**src/nfcr_pkg.sv**
```systemverilog
// Shared types and constants for the NFC frame receiver.
`timescale 1ns / 1ps

package nfcr_pkg;

    // Number of bytes after the first one that the start-code search may consume.
    localparam int unsigned SEARCH_WINDOW = 64;
    localparam int unsigned SCAN_W = $clog2(SEARCH_WINDOW + 1);

    localparam logic [7:0] TFI_HOST = 8'hD5;
    localparam logic [7:0] START_LO = 8'h00;
    localparam logic [7:0] START_HI = 8'hFF;

    localparam logic [7:0] MAX_PAYLOAD_RESET = 8'hFF;

    // Register indexes of the configuration port.
    localparam logic [0:0] REG_MAX_PAYLOAD = 1'b0;

    typedef enum logic [3:0] {
        PH_IDLE    = 4'd0,
        PH_SCAN    = 4'd1,
        PH_LEN     = 4'd2,
        PH_INV     = 4'd3,
        PH_LCS     = 4'd4,
        PH_TFI     = 4'd5,
        PH_PAYLOAD = 4'd6,
        PH_DCS     = 4'd7
    } t_phase;

    typedef enum logic [3:0] {
        ST_OK      = 4'd0,
        ST_ACK     = 4'd1,
        ST_NACK    = 4'd2,
        ST_BADINV  = 4'd3,
        ST_NOSTART = 4'd4,
        ST_LCS     = 4'd5,
        ST_TOOLONG = 4'd6,
        ST_TFI     = 4'd7,
        ST_DCS     = 4'd8
    } t_status;

    typedef struct packed {
        logic [7:0] out_byte;
        logic       payload_valid;
        logic       last;
        t_status    status;
        logic [7:0] frame_length;
    } t_result;

endpackage

```
**src/nfcr_cfg.sv**
```systemverilog
// Configuration register block with an APB-style port.
`timescale 1ns / 1ps

module nfcr_cfg (
    input  logic        i_clk,
    input  logic        i_rst_n,
    input  logic        psel,
    input  logic        penable,
    input  logic        pwrite,
    input  logic [2:0]  paddr,
    input  logic [31:0] pwdata,
    output logic [31:0] prdata,
    output logic        pready,
    output logic [7:0]  o_max_payload
);

    logic [7:0] r_max_payload;
    logic       w_hit;

    assign w_hit = (paddr[2] == nfcr_pkg::REG_MAX_PAYLOAD) && (paddr[1:0] == 2'b00);

    always_ff @(posedge i_clk) begin
        if (!i_rst_n) begin
            r_max_payload <= nfcr_pkg::MAX_PAYLOAD_RESET;
        end else if (psel && penable && pwrite && w_hit) begin
            r_max_payload <= pwdata[7:0];
        end
    end

    assign prdata        = w_hit ? {24'd0, r_max_payload} : 32'd0;
    assign pready        = 1'b1;
    assign o_max_payload = r_max_payload;

endmodule

```
**src/nfcr_parser.sv**
```systemverilog
// Per-byte frame parser: state registers and the next-state and result logic.
`timescale 1ns / 1ps

module nfcr_parser (
    input  logic                i_clk,
    input  logic                i_rst_n,
    input  logic                i_accept,
    input  logic [7:0]          i_rx_byte,
    input  logic                i_start_req,
    input  logic [7:0]          i_max_payload,
    output logic                o_res_valid,
    output nfcr_pkg::t_result   o_res
);

    nfcr_pkg::t_phase                  r_phase, n_phase;
    logic [7:0]                        r_prev, n_prev;
    logic [nfcr_pkg::SCAN_W-1:0]       r_scan, n_scan;
    logic [7:0]                        r_len, n_len;
    logic [7:0]                        r_left, n_left;
    logic [7:0]                        r_sum, n_sum;

    logic       w_window_done;
    logic [7:0] w_sum_b;
    logic [7:0] w_len_m1;

    assign w_window_done = (r_scan >= nfcr_pkg::SCAN_W'(nfcr_pkg::SEARCH_WINDOW));
    assign w_sum_b       = r_sum + i_rx_byte;
    assign w_len_m1      = r_len - 8'd1;

    always_ff @(posedge i_clk) begin
        if (!i_rst_n) begin
            r_phase <= nfcr_pkg::PH_IDLE;
            r_prev  <= 8'd0;
            r_scan  <= '0;
            r_len   <= 8'd0;
            r_left  <= 8'd0;
            r_sum   <= 8'd0;
        end else if (i_accept) begin
            r_phase <= n_phase;
            r_prev  <= n_prev;
            r_scan  <= n_scan;
            r_len   <= n_len;
            r_left  <= n_left;
            r_sum   <= n_sum;
        end
    end

    always_comb begin
        n_phase     = r_phase;
        n_prev      = r_prev;
        n_scan      = r_scan;
        n_len       = r_len;
        n_left      = r_left;
        n_sum       = r_sum;
        o_res_valid = 1'b0;
        o_res       = '{out_byte: 8'd0, payload_valid: 1'b0, last: 1'b1,
                        status: nfcr_pkg::ST_OK, frame_length: 8'd0};

        if (i_start_req) begin
            // A start request restarts the search with this byte, whatever came before.
            n_phase = nfcr_pkg::PH_SCAN;
            n_prev  = i_rx_byte;
            n_scan  = '0;
            n_len   = 8'd0;
            n_left  = 8'd0;
            n_sum   = 8'd0;
        end else begin
            unique case (r_phase)
                nfcr_pkg::PH_SCAN: begin
                    if (i_rx_byte == nfcr_pkg::START_HI && r_prev == nfcr_pkg::START_LO
                        && !w_window_done) begin
                        n_phase = nfcr_pkg::PH_LEN;
                    end else if (w_window_done) begin
                        n_phase      = nfcr_pkg::PH_IDLE;
                        o_res_valid  = 1'b1;
                        o_res.status = nfcr_pkg::ST_NOSTART;
                    end else begin
                        n_prev = i_rx_byte;
                        n_scan = r_scan + nfcr_pkg::SCAN_W'(1);
                    end
                end
                nfcr_pkg::PH_LEN: begin
                    n_len   = i_rx_byte;
                    n_phase = (i_rx_byte == 8'h00 || i_rx_byte == 8'hFF) ?
                              nfcr_pkg::PH_INV : nfcr_pkg::PH_LCS;
                end
                nfcr_pkg::PH_INV: begin
                    n_phase     = nfcr_pkg::PH_IDLE;
                    o_res_valid = 1'b1;
                    if (i_rx_byte != ~r_len) begin
                        o_res.status = nfcr_pkg::ST_BADINV;
                    end else if (r_len == 8'h00) begin
                        o_res.status = nfcr_pkg::ST_ACK;
                    end else begin
                        o_res.status = nfcr_pkg::ST_NACK;
                    end
                end
                nfcr_pkg::PH_LCS: begin
                    n_left = w_len_m1;
                    if ((r_len + i_rx_byte) != 8'd0) begin
                        n_left       = r_left;
                        n_phase      = nfcr_pkg::PH_IDLE;
                        o_res_valid  = 1'b1;
                        o_res.status = nfcr_pkg::ST_LCS;
                    end else if (w_len_m1 > i_max_payload) begin
                        n_phase      = nfcr_pkg::PH_IDLE;
                        o_res_valid  = 1'b1;
                        o_res.status = nfcr_pkg::ST_TOOLONG;
                    end else begin
                        n_phase = nfcr_pkg::PH_TFI;
                    end
                end
                nfcr_pkg::PH_TFI: begin
                    if (i_rx_byte != nfcr_pkg::TFI_HOST) begin
                        n_phase      = nfcr_pkg::PH_IDLE;
                        o_res_valid  = 1'b1;
                        o_res.status = nfcr_pkg::ST_TFI;
                    end else begin
                        n_sum   = i_rx_byte;
                        n_phase = (r_left == 8'd0) ? nfcr_pkg::PH_DCS : nfcr_pkg::PH_PAYLOAD;
                    end
                end
                nfcr_pkg::PH_PAYLOAD: begin
                    n_sum       = w_sum_b;
                    n_left      = r_left - 8'd1;
                    if (r_left == 8'd1) begin
                        n_phase = nfcr_pkg::PH_DCS;
                    end
                    o_res_valid = 1'b1;
                    o_res       = '{out_byte: i_rx_byte, payload_valid: 1'b1, last: 1'b0,
                                    status: nfcr_pkg::ST_OK, frame_length: 8'd0};
                end
                nfcr_pkg::PH_DCS: begin
                    n_sum       = w_sum_b;
                    n_phase     = nfcr_pkg::PH_IDLE;
                    o_res_valid = 1'b1;
                    if (w_sum_b != 8'd0) begin
                        o_res.status = nfcr_pkg::ST_DCS;
                    end else begin
                        o_res.frame_length = w_len_m1;
                    end
                end
                default: begin
                    n_phase = nfcr_pkg::PH_IDLE;
                end
            endcase
        end
    end

endmodule

```
**src/nfcr_out_buf.sv**
```systemverilog
// Result register with a skid stage on the output stream.
`timescale 1ns / 1ps

module nfcr_out_buf (
    input  logic              i_clk,
    input  logic              i_rst_n,
    input  logic              i_valid,
    input  nfcr_pkg::t_result i_res,
    output logic              o_ready,
    output logic              o_valid,
    output nfcr_pkg::t_result o_res,
    input  logic              i_take_ready
);

    logic              r_out_valid;
    nfcr_pkg::t_result r_out;
    logic              r_skid_valid;
    nfcr_pkg::t_result r_skid;
    logic              w_take;

    assign w_take = r_out_valid && i_take_ready;

    always_ff @(posedge i_clk) begin
        if (!i_rst_n) begin
            r_out_valid  <= 1'b0;
            r_skid_valid <= 1'b0;
        end else begin
            priority if (r_skid_valid && w_take) begin
                r_out        <= r_skid;
                r_skid_valid <= 1'b0;
            end else if (i_valid && (!r_out_valid || w_take)) begin
                r_out       <= i_res;
                r_out_valid <= 1'b1;
            end else if (i_valid) begin
                r_skid       <= i_res;
                r_skid_valid <= 1'b1;
            end else if (w_take) begin
                r_out_valid <= 1'b0;
            end
        end
    end

    assign o_ready = !r_skid_valid;
    assign o_valid = r_out_valid;
    assign o_res   = r_out;

endmodule

```
**src/nfc_frame_receiver.sv**
```systemverilog
// Results are registered before the output stream; input stalls while the skid slot is full.
// Throughput: one byte request per cycle; the skid stage keeps that rate for one stalled result.
// The rate is set by the combinational parser update between the state and result registers.
// Reset (i_rst_n low, synchronous) returns the parser to idle, empties the result and skid
// stages and sets max_payload to 255.
`timescale 1ns / 1ps

module nfc_frame_receiver (
    input  logic        i_clk,
    input  logic        i_rst_n,
    // Input byte stream.
    input  logic        s_axis_tvalid,
    output logic        s_axis_tready,
    input  logic [7:0]  s_axis_tdata,   // [7:0] rx_byte
    input  logic        s_axis_tuser,   // [0] start_req
    // Result stream.
    output logic        m_axis_tvalid,
    input  logic        m_axis_tready,
    output logic [23:0] m_axis_tdata,   // [7:0] out_byte, [11:8] status, [19:12] frame_length
    output logic        m_axis_tuser,   // [0] payload_valid
    output logic        m_axis_tlast,
    // Configuration port.
    input  logic        psel,
    input  logic        penable,
    input  logic        pwrite,
    input  logic [2:0]  paddr,
    input  logic [31:0] pwdata,
    output logic [31:0] prdata,
    output logic        pready
);

    logic              w_accept;
    logic [7:0]        w_max_payload;
    logic              w_res_valid;
    nfcr_pkg::t_result w_res;
    nfcr_pkg::t_result w_out;

    // A byte request is taken whenever the skid stage is free.
    assign w_accept = s_axis_tvalid && s_axis_tready;

    nfcr_cfg u_cfg (
        .i_clk         (i_clk),
        .i_rst_n       (i_rst_n),
        .psel          (psel),
        .penable       (penable),
        .pwrite        (pwrite),
        .paddr         (paddr),
        .pwdata        (pwdata),
        .prdata        (prdata),
        .pready        (pready),
        .o_max_payload (w_max_payload)
    );

    // The parser advances its state on every accepted byte and reports at most
    // one result for it: a payload byte or the frame's final status.
    nfcr_parser u_parser (
        .i_clk         (i_clk),
        .i_rst_n       (i_rst_n),
        .i_accept      (w_accept),
        .i_rx_byte     (s_axis_tdata),
        .i_start_req   (s_axis_tuser),
        .i_max_payload (w_max_payload),
        .o_res_valid   (w_res_valid),
        .o_res         (w_res)
    );

    // Results are registered; a second slot absorbs one result while the
    // downstream side stalls, so input ready does not depend on output ready.
    nfcr_out_buf u_out_buf (
        .i_clk        (i_clk),
        .i_rst_n      (i_rst_n),
        .i_valid      (w_accept && w_res_valid),
        .i_res        (w_res),
        .o_ready      (s_axis_tready),
        .o_valid      (m_axis_tvalid),
        .o_res        (w_out),
        .i_take_ready (m_axis_tready)
    );

    assign m_axis_tdata = {4'd0, w_out.frame_length, w_out.status, w_out.out_byte};
    assign m_axis_tuser = w_out.payload_valid;
    assign m_axis_tlast = w_out.last;

    // The skid slot only fills behind an occupied result register.
    a_skid_behind_out: assert property (@(posedge i_clk) disable iff (!i_rst_n)
        !u_out_buf.r_skid_valid || u_out_buf.r_out_valid)
        else $error("skid slot full while result register empty");

    // A full skid slot stays full until the result register drains.
    a_skid_holds: assert property (@(posedge i_clk) disable iff (!i_rst_n)
        (!s_axis_tready && !m_axis_tready) |=> !s_axis_tready)
        else $error("skid slot emptied without a drain");

    // A payload result is never the last of a frame and carries no status.
    a_payload_clean: assert property (@(posedge i_clk) disable iff (!i_rst_n)
        (m_axis_tvalid && m_axis_tuser) |-> (!m_axis_tlast && m_axis_tdata[19:8] == 12'd0))
        else $error("payload result with status fields set");

    // A status result carries a zero data byte and the frame length only when ok.
    a_status_clean: assert property (@(posedge i_clk) disable iff (!i_rst_n)
        (m_axis_tvalid && !m_axis_tuser) |->
        (m_axis_tlast && m_axis_tdata[7:0] == 8'd0
         && (m_axis_tdata[11:8] == 4'd0 || m_axis_tdata[19:12] == 8'd0)))
        else $error("malformed status result");

endmodule
```
**config.mk**
```make
export PLATFORM = sky130hd
export DESIGN_NAME = nfc_frame_receiver
export DESIGN_NICKNAME = d
export VERILOG_FILES = /design/src/nfcr_pkg.sv /design/src/nfcr_cfg.sv /design/src/nfcr_parser.sv /design/src/nfcr_out_buf.sv /design/src/nfc_frame_receiver.sv
export SDC_FILE = /design/constraint.sdc
export NUM_CORES = 1
export LEC_CHECK = 0
export BUFFER_PORTS_ARGS = -buffer_cell sky130_fd_sc_hd__clkbuf_2
export CAP_MARGIN = 20
export CORE_AREA = 2 2 136 172
export DETAILED_ROUTE_END_ITERATION = 7
export DIE_AREA = 0 0 138 174
export PLACE_DENSITY = 0.53
export RECOVER_POWER = 50
export REMOVE_ABC_BUFFERS = 1
export SLEW_MARGIN = 20
export SYNTH_ARGS = -nofsm -noshare
export SYNTH_HDL_FRONTEND = slang
export SYNTH_SLANG_ARGS = --single-unit
```
**constraint.sdc**
```tcl
create_clock -name i_clk -period 11.55 [get_ports i_clk]
set_input_delay 1.155 -clock i_clk [delete_from_list [all_inputs] [get_ports i_clk]]
set_output_delay 1.155 -clock i_clk [all_outputs]
set_load 0.03 [all_outputs]
```
==> results list <==
- Peak Freq: 220.8 MHz
- Origin of the worst min-delay path: u_parser.r_sum[2]
- Reg clk slew, reported paths: 70 ps
- In the synthesized netlist the dominant register cell turns out to be sky130_fd_sc_hd__dfxtp_1.
- Number of rows created at floorplan: 62
- Summed over all layers, the routed wires come to 15130 um.
- Dividing the detail-routed wire length by the instance count gives 15.35 um.
- STA classifies the critical path endpoint as a flip-flop.
* Final-stage net count: 774
- Port buffer count: 58
* Hold buffer count at cts: 0
- Multiplexer share of the synthesized area: 0.05233
* Worst clock skew: 5.698 ps
- After synthesis, the largest family of logic cells by area is simple AND/OR/NAND/NOR gates.
- The first detailed-routing pass ran for 4 iterations.
- In this run, synthesis inferred 44 flip-flops with an integrated enable.
* Footprint of the flip-flops and latches: 0.002362 sq mm
* Layout cells sized above 1: 0.1003
- In the routed design, unresolved DRC markers number 0.
* Max-cap violation count: 1
* Die Span X: 138 um
* Number of buffers created by CTS: 9
- The cell sitting at the root of the clock tree is a sky130_fd_sc_hd__clkbuf_16.
- The worst setup path is launched from an input pin.
- The number of antenna diodes in the final layout is 0.
- Area growth from synthesis to layout: 11.83%
- Critical Path, Cell by Cell: clkbuf_1 > ha_1 > fa_1 > a21o_1 > a21oi_1 > mux2_2 > or4_1 > o21ai_0 > nand2_1
- After synthesis the netlist holds a flip-flop and latch count of 96.
* Total vias in the final route: 4784
- Across every metal layer, demand over resource in global routing totals 0.1266.
- Beginning of the critical path: s_axis_tdata[0]
* Fraction of the mapped netlist area in adder cells: 0.06557
- Each instance of the synthesized netlist takes up on average 9.159 sq um.
- The initial utilization of the core area, before any placement, comes to 0.2646.
- The share of the Yosys chip area taken by registers is 0.3968.
- Max stage delay on crit path: 640 ps
- Critical Path AT: 4400 ps
- Fill cells in the final layout number 2423.
- Required time reported for the critical path endpoint: 11420 ps
- Die ar.: 0.02401 sq mm
- TritonCTS built the clock tree.
* Setup Crit Path Kind: input pin to flip-flop
- The total area inside the core boundary comes to 0.02250 sq mm.
* Total power per unit cell area: 110.7 mW/mm^2
- Crit path setup slack, layout: 7021 ps
* Async set-or-reset flop fraction in the synthesized netlist: 0
- Overall power: 737.0 uW
* Sinks on the clock net: 96
- Post-DP HPWL: 10920 um
- Hold crit path type: flip-flop to flip-flop
* Average via count per standard cell: 4.852
* First-pass GRT wire length: 24190 um
* Post-CTS setup buffers: 0
- Setup repair after global routing left no endpoint under its margin.
- Number of different library cells in the post-synthesis netlist: 67
- Of the total synthesized cell area, the portion taken by AND, OR, NAND and NOR gates is 0.2104.
- The H-tree generated during clock tree synthesis spans 3 levels.
* Num ports: 112
- Leakage power summed over all cells: 0.002637 uW
- Violations in the final reports: max-capacitance violations, max-slew violations
* CTS max path bufs: 2
- The die is 174 um tall.
* Worst-path cell with the longest stage delay: sky130_fd_sc_hd__nand2_1
- Post-place instance area: 0.006422 sq mm
- The number of antenna violations at the first check in global routing was 0.
- Gates resized, CTS repair: 0
- Initial DRC Count: 279
- Fin. max-slew vios: 13
- Hold violation count in the final report: 0
- Synthesis handed over a netlist of 650 instances.
- Summing all non-filler instances in the final layout gives an area of 0.006658 sq mm.
* Total of warnings raised by yosys: 0
- Sum of overflow across all layers after global routing: 0
- Clock latency on the worst-skew pair, taken at its later pin, is 360 ps.
- RR Startpoint: u_parser.r_len[2]
- The congestion estimate from routability-driven global placement came to 0.8207.
* Xor and xnor area share after synthesis: 0.02795
- The share of the synthesized area in compound gates (AO/OA/AOI/OAI) came to 0.1683.
- Final Setup Violations: 0
* Number of routed nets with antenna violations: 0
- TNS Setup: 0 ps
- Before CTS, the worst setup slack after placement is 6740 ps.
- Headroom to the max-slew limit came out at -0.2228.
- Of all nets on the critical path, the largest fanout is 22.
* Area of the multi-input gates: 0.003226 sq mm
- Worst Tran Pin Value: 1815 ps
- Final hold analysis gives a worst-case slack of 475.6 ps.
- Outcome: complete, but fails checks
- Part of the cycle the worst path needs: 0.3922
- Largest voltage drop on the vdd net: 0.06336 mV
- Pin count of the biggest net entering global routing: 51
- The synthesized netlist occupies a cell area of 0.005953 sq mm.
- Min Tclk post-route: 4529 ps
- The via count of the first global-routing pass was 4485.
synthesized netlist by cell type (all sizes together) (3+ instances only):
master   number  area, sq um
a32oi         3        26.28
ha           28        350.3
o31ai        14        105.1
and4          4        35.03
or4           6        48.80
o21bai        3        22.52
a22oi         7        52.55
clkbuf       26        97.59
nor3         20        100.1
o211ai       16        120.1
inv          36        135.1
nand4         6        37.54
a21oi        26        130.1
edfxtp       44         1321
o21ai        21        105.1
or3          10        62.56
nor2         38        142.6
a31oi         4        25.02
buf          31        227.7
mux2          9        101.4
mux2i        21        210.2
a21boi        5        37.54
and2         21        131.4
nor4          6        37.54
o21a          6        45.04
nand2b        8        50.05
o2111ai       3        26.28
nand3        16        80.08
xnor2        11        96.34
nand2        58        217.7
a211oi        5        37.54
xor2          8        70.07
nor2b        28        175.2
dfxtp        52         1041
a2111oi       4        42.54
a21o          5        37.54
and3          3        18.77
or3b          5        43.79
kinds of logic after synthesis:
family / after synthesis
AOI/OAI and AO/OA: 142
xor gates and xnor gates: 19
adders and majority gates: 30
buffers and inverters: 93
DFF: 96
muxes: 30
other: 2
and+or+nand+nor: 238
worst max-delay path, delay by kind of cell:
family          cells  cell delay (ps)
compound gates      3              610
fa+ha+maj           2              760
buf+inv             1              240
mux                 1              390
simple gates        2             1200
per-layer routing:
layer	track usage	up-vias	wire length, um
met2	0.2275	112	7622
met3	0.02259	24	640
met5	0	-	0
met1	0.1468	2255	6465
met4	0.05570	0	404
li1	-	2393	-
flip-flops by register name, summed over array words and instances (netlist names):
register	count
u_out_buf.r_skid_valid	1
u_parser.r_prev	8
u_parser.r_len	8
u_out_buf.o_res	22
u_out_buf.r_skid	22
u_parser.r_sum	8
u_parser.r_left	8
u_out_buf.o_valid	1
u_parser.r_phase	3
u_parser.r_scan	7
u_cfg.o_max_payload	8
final cells by class:
class | count | share of cell area
timing repair buffer | 62 | 0.04304
sequential | 96 | 0.3548
clock buffer | 9 | 0.03383
inverter | 36 | 0.02030
multi-input combinational | 488 | 0.4845
tap | 288 | 0.05413
clock inverter | 7 | 0.009397
layout by cell type, fill, tap and decap left out, types with 4 or more instances in the layout:
cell type                   count
sky130_fd_sc_hd__nor2_1        38
sky130_fd_sc_hd__or3b_2         4
sky130_fd_sc_hd__xnor2_1       11
sky130_fd_sc_hd__xor2_1         8
sky130_fd_sc_hd__inv_1         36
sky130_fd_sc_hd__or4_1          6
sky130_fd_sc_hd__clkbuf_1      27
sky130_fd_sc_hd__nand3_1       16
sky130_fd_sc_hd__nor4_1         6
sky130_fd_sc_hd__o21ai_0       19
sky130_fd_sc_hd__or3_1         10
sky130_fd_sc_hd__o31ai_1       14
sky130_fd_sc_hd__and2_1        11
sky130_fd_sc_hd__nand2_1       58
sky130_fd_sc_hd__clkbuf_16      9
sky130_fd_sc_hd__mux2_2         8
sky130_fd_sc_hd__nor3_1        20
sky130_fd_sc_hd__buf_4          4
sky130_fd_sc_hd__o21a_1         6
sky130_fd_sc_hd__a211oi_1       5
sky130_fd_sc_hd__and2_0        10
sky130_fd_sc_hd__edfxtp_1      44
sky130_fd_sc_hd__a21boi_0       5
sky130_fd_sc_hd__a22oi_1        7
sky130_fd_sc_hd__mux2i_1       21
sky130_fd_sc_hd__clkbuf_2      31
sky130_fd_sc_hd__ha_1          28
sky130_fd_sc_hd__a21oi_1       26
sky130_fd_sc_hd__and4_1         4
sky130_fd_sc_hd__dfxtp_1       52
sky130_fd_sc_hd__nand2b_1       8
sky130_fd_sc_hd__conb_1        29
sky130_fd_sc_hd__nor2b_1       28
sky130_fd_sc_hd__nand4_1        6
sky130_fd_sc_hd__o211ai_1      16
sky130_fd_sc_hd__a21o_1         5
power by group:
part	switching (uW)	internal (uW)	total (uW)
registers	3.89	356	360
clock network	146	150	296
logic	53.9	26.6	80.5
path summary, 6_finish.rpt:
check / cells past startpoint / end / slack (ps)
setup / recovery: 9 / u_out_buf.r_skid[13] / 7020
setup reg to reg: 11 / u_out_buf.r_skid[13] / 7140
hold / removal: 2 / u_parser.r_sum[2] / 480
hold reg to reg: 2 / u_parser.r_sum[2] / 480
metrics by stage:
step           instances    util
6_report             986  0.2959
5_1_grt              986  0.2959
4_1_cts              986  0.2983
3_5_place_dp         970  0.2855
3_3_place_gp         970  0.2852
2_1_floorplan        620       -
(Power assumes the default switching activity.)
